==> src/nfa_tt_ram.sv <==
// ----------------------------------------------------------------------------
// nfa_tt_ram
// Generic single-write, single-read synchronous RAM with registered read data.
// ----------------------------------------------------------------------------
module nfa_tt_ram #(
    parameter int WIDTH = 16,
    parameter int DEPTH = 64
) (
    input  logic                     clk,
    input  logic                     wr_en,
    input  logic [$clog2(DEPTH)-1:0] wr_addr,
    input  logic [WIDTH-1:0]         wr_data,
    input  logic                     rd_en,
    input  logic [$clog2(DEPTH)-1:0] rd_addr,
    output logic [WIDTH-1:0]         rd_data
);

    logic [WIDTH-1:0] mem [DEPTH];
    logic [WIDTH-1:0] rd_data_reg;

    always_ff @(posedge clk)
    begin
        if (wr_en)
        begin
            mem[wr_addr] <= wr_data;
        end
        if (rd_en)
        begin
            rd_data_reg <= mem[rd_addr];
        end
    end

    assign rd_data = rd_data_reg;

endmodule

==> config.mk <==
export PLATFORM = sky130hd
export DESIGN_NAME = nfa_tt_ram
export DESIGN_NICKNAME = d
export VERILOG_FILES = /design/src/nfa_tt_ram.sv
export SDC_FILE = /design/constraint.sdc
export NUM_CORES = 1
export LEC_CHECK = 0
export BUFFER_PORTS_ARGS = -buffer_cell sky130_fd_sc_hd__buf_4
export CAP_MARGIN = 20
export CORE_AREA = 3 3 283 285
export CTS_BUF_LIST = sky130_fd_sc_hd__clkbuf_4 sky130_fd_sc_hd__clkbuf_8 sky130_fd_sc_hd__clkbuf_16
export DETAILED_ROUTE_END_ITERATION = 12
export DIE_AREA = 0 0 286 288
export GPL_TIMING_DRIVEN = 0
export PLACE_DENSITY = 0.71
export SKIP_LAST_GASP = 1
export SLEW_MARGIN = 10
export SYNTH_ARGS = -nofsm -noshare
export SYNTH_HDL_FRONTEND = slang
export SYNTH_SLANG_ARGS = --single-unit
==> constraint.sdc <==
create_clock -name clk -period 8.28 [get_ports clk]
set_clock_uncertainty 0.2 [all_clocks]
set_input_delay 1.656 -clock clk [delete_from_list [all_inputs] [get_ports clk]]
set_output_delay 1.656 -clock clk [all_outputs]
set_load 0.02 [all_outputs]
## Yosys cells after proc, flatten, opt, wreduce, memory -nomap -nowiden

Memories as Yosys holds them, arrays and structs flattened. A register that Yosys moved wholly into a read port is not among the register bits.
Index checks and enable logic that the tools add are counted.
W data, S select, Z words.

- Mux-type cells: 2

Operators by type and width:

| cell | number |
|---|---|
| $mux W1 | 2 |

- Logic and storage cells: 3
- Input port bits: 31
- Memories kept: 1
- Output and inout port bits: 16
- RAM bits: 1024
- Bits in registers: 0

Memories:

| memory | words | width | rd ports | clocked after memory_dff | wr ports | line | RTL |
|---|---|---|---|---|---|---|---|
| mem | 64 | 16 | 1 | 1 | 1 | 18 | `logic [WIDTH-1:0] mem [DEPTH];` |

## Longest topological paths before layout

- Word-level depth: 2
- Depth in mapped cells: 10
- Depth with buffers taken out: 5

## Worst setup path after synthesis

OpenSTA, ideal clock, no wires.

- Path type: input to register
- Start point: input wr_addr[3]
- End point: memory mem[48][0], enable pin
- Data arrival time: 3.282 ns
- Stages on the path: 4
- Library setup time: 0.409 ns
- Buffers on the path: 1
- Setup slack: 4.389 ns
- Required time: 7.671 ns
- Cell sequence: clkbuf_1 nor2b_1 nand4b_1 nor3_1

RTL lines:

| item | line | RTL |
|---|---|---|
| start: declaration | 11 | `input logic [$clog2(DEPTH)-1:0] wr_addr,` |
| end: declaration | 18 |  |

Straight into the memory's write port.

==> results.cfg <==
[detailed_routing]
wirelength_um = 100000
ant_nets = 0
drtPass1Iterations = 5
drt_iter0_drc = 2967
drcViolationCount = 0
wire_per_inst_um = 31.8
num_vias = 20100
vias_per_cell = 6.37

[grt]
grt_pass1_vias = 20300
grt_pass1_wl_um = 145000
grt_util_met2_pct = 38.8
grt_antenna_before_repair = 5
grtUsageMet1_pct = 34.6
grt_usage_pct = 24.8
grt_overflow = 0
use_met3_pct = 5.56
grt_max_degree = 65
busiest_layer = met2

[floorplanning]
core-area_mm2 = 0.0776
die_y_um = 288
start_util_pct = 51.8
dieArea_mm2 = 0.0824
die_w_um = 286
std_cell_rows = 102
io_pins = 47

[flow_run]
maxCapViolCount = 0

[timing]
maxSlewHeadroom_pct = 31.5
post-route-min-period_ns = 4.31
maxSlewViolCount = 0
worstMarginPinSlew_ns = 1.02
hold_slack_ns = 0.832
rsz0062_at_grt = no
fmax_mhz = 232
finalHoldViolCount = 0
setup_viol = 0
post-route-period-util_pct = 52.1
tns_ns = 0

[power_and_ir_drop]
total_power_mw = 11.0
power.share.clock_pct = 41.5
swShare_pct = 21.1
power_switching_mw = 2.32
p_seq_share_pct = 53.1
p_int_mw = 8.70
p_leak_nw = 14.6
comb_power_share_pct = 5.4
power_density_mw_per_mm2 = 239
peakVddDrop_uv = 181

[synthesis]
synth-seq-cells = 1040
ys_seq_area_share_pct = 77.7
synth.net_count = 1860
mappedNetlistArea_mm2 = 0.0402
synth_flop_cell = edfxtp_1
synth_area_per_cell_um2 = 22.0
yosysWarningCount = 0
syn_inst = 1829
async_reset_ff_share_pct = 0
ys_types = 42
synth_edf_count = 1040

[cts]
cts_hold_buf = 0
clock_latency_ns = 0.67
htreeDepth = 3
numCtsBuffers = 101
cts-root-buf = clkbuf_16
tritoncts = yes
cts_resized = 0
post-cts-setup-buffers = 0
clk_pin_slew_worst_paths_ns = 0.06
clock_sinks = 1040
cts_max_path_buffers = 3

[placed_design]
globalplace.congestion = 0.898
io_buffers = 39
placed_cell_area_mm2 = 0.0429
dp_hpwl_um = 65400

[finish]
fillCellCount = 5447
nets = 2062
largest_reg_flops = 1024
drive_gt1_share_pct = 31.1
finalInstanceArea_mm2 = 0.0462
areaGrowthSynthToFinish_pct = 14.9

[worst_setup_path]
setup.worst_path.start_class = primary input
r2r_slack_ns = 5.51
cp.required_ns = 8.43
crit_arrival_ns = 4.47
crit_fanout = 10
path_class = in2reg
end_kind = register

[hold_path]
hold_class = reg2reg

[status]
status = completed
==> worst paths after layout <==
| kind | start | depth (start not counted) | endpoint |
|---|---|---|---|
| setup / recovery | rd_addr[2] | 8 | rd_data[4] |
| hold / removal | mem[36][14] | 4 | rd_data[14] |
| hold reg to reg | mem[36][14] | 4 | rd_data[14] |
| setup reg to reg | mem[21][1] | 5 | rd_data[1] |
==> cell type report <==
| class | instances | area [µm²] | area share, % |
|---|---|---|---|
| plain buffers | 104 | 733 | 1.59 |
| clock buffers | 123 | 2760 | 5.98 |
| multi-input cells | 685 | 8400 | 18.2 |
| diodes | 1 | 2.50 | 0.00542 |
| clock inverters | 63 | 549 | 1.19 |
| repair buffers | 99 | 1200 | 2.60 |
| flip-flops and latches | 1040 | 31200 | 67.6 |
| well taps | 1040 | 1300 | 2.82 |
==> cells by family (layout without fill, tap and decap cells) <==
kind of cell / after synthesis / count (layout) / share of synthesized area, %
flops: 1040 / 1040 / 77.7
mux: 336 / 336 / 15.5
simple gates: 220 / 220 / 2.64
compound gates: 129 / 129 / 2.40
buf+inv: 104 / 389 / 1.82
other cells: 0 / 1 / 0
==> critical path, cell delays in order <==
cell and delay, ns:
buf_2 0.30, buf_2 0.36, buf_2 0.45, buf_2 0.39, mux2i_1 0.41, nand3_1 0.16, a31oi_1 0.50, a311oi_1 0.22
==> synth_stat cells (2+ instances only) <==
master | instances | area share [%]
buf_6 | 17 | 0.48
a22o_1 | 6 | 0.13
a211o_1 | 8 | 0.17
buf_2 | 36 | 0.45
buf_8 | 3 | 0.11
nor2_2 | 2 | 0.031
o21ai_0 | 5 | 0.062
clkbuf_1 | 24 | 0.22
nor4_2 | 3 | 0.093
mux2i_1 | 85 | 2.1
clkbuf_2 | 2 | 0.025
nand2b_1 | 3 | 0.047
nand3_1 | 24 | 0.30
nor2_1 | 72 | 0.67
and2_1 | 2 | 0.031
nand4_1 | 12 | 0.19
a211oi_1 | 8 | 0.15
nor3_1 | 2 | 0.025
a221oi_1 | 16 | 0.35
a31oi_1 | 8 | 0.12
a41oi_1 | 5 | 0.11
buf_4 | 13 | 0.24
a221o_1 | 6 | 0.15
o21ai_1 | 3 | 0.037
and4_1 | 5 | 0.11
a22oi_1 | 39 | 0.73
nand2_1 | 59 | 0.55
mux2_2 | 27 | 0.76
mux4_1 | 4 | 0.26
buf_1 | 3 | 0.028
a311oi_1 | 8 | 0.17
nand3b_1 | 2 | 0.037
edfxtp_1 | 1040 | 78
buf_12 | 5 | 0.25
nor2b_1 | 30 | 0.47
a21oi_1 | 17 | 0.21
mux4_2 | 220 | 12
==> power groups by stage <==
stage | Clock, mW | Combinational, mW | Sequential (mW)
after global routing | 4.83 | 0.624 | 5.85
after global placement | 0 | 0.570 | 5.96
after detailed placement | 0 | 0.595 | 5.96
after floorplan | 0 | 0.302 | 5.97
final | 4.57 | 0.599 | 5.85
after CTS | 4.61 | 0.597 | 5.85
==> layer usage <==
metal,up-vias,wire length (µm)
met1,10600,38200
met3,233,10000
li1,8107,-
met5,-,35
met2,1175,48000
met4,6,4100
==> placed cells by master, fill, tap and decap left out, drive strengths merged, types with 2 or more instances in the layout <==
master,Yosys,final
edfxtp,1040,1040
mux4,224,224
buf,77,176
clkbuf,27,150
mux2i,85,85
nor2,74,74
nand2,60,60
clkinv,0,50
a22oi,39,39
nor2b,30,30
mux2,27,27
nand3,24,24
a21oi,17,17
a221oi,16,16
nand4,12,12
bufinv,0,9
a211o,8,8
a31oi,8,8
a211oi,8,8
a311oi,8,8
o21ai,8,8
a22o,6,6
a221o,6,6
a41oi,5,5
and4,5,5
nand2b,3,3
nor4,3,3
clkinvlp,0,3
nor3,2,2
nand3b,2,2
and2,2,2
==> stage by stage <==
step,setup slack (ns),std cells,util [%]
floorplan,4.39,1829,-
global placement,3.33,2908,53.9
detailed placement,3.46,2968,55.2
CTS,4.16,3154,59.5
global route,4.08,3154,59.5
finish,3.97,3155,59.5
No activity file was read; power rests on OpenSTA's default activity.
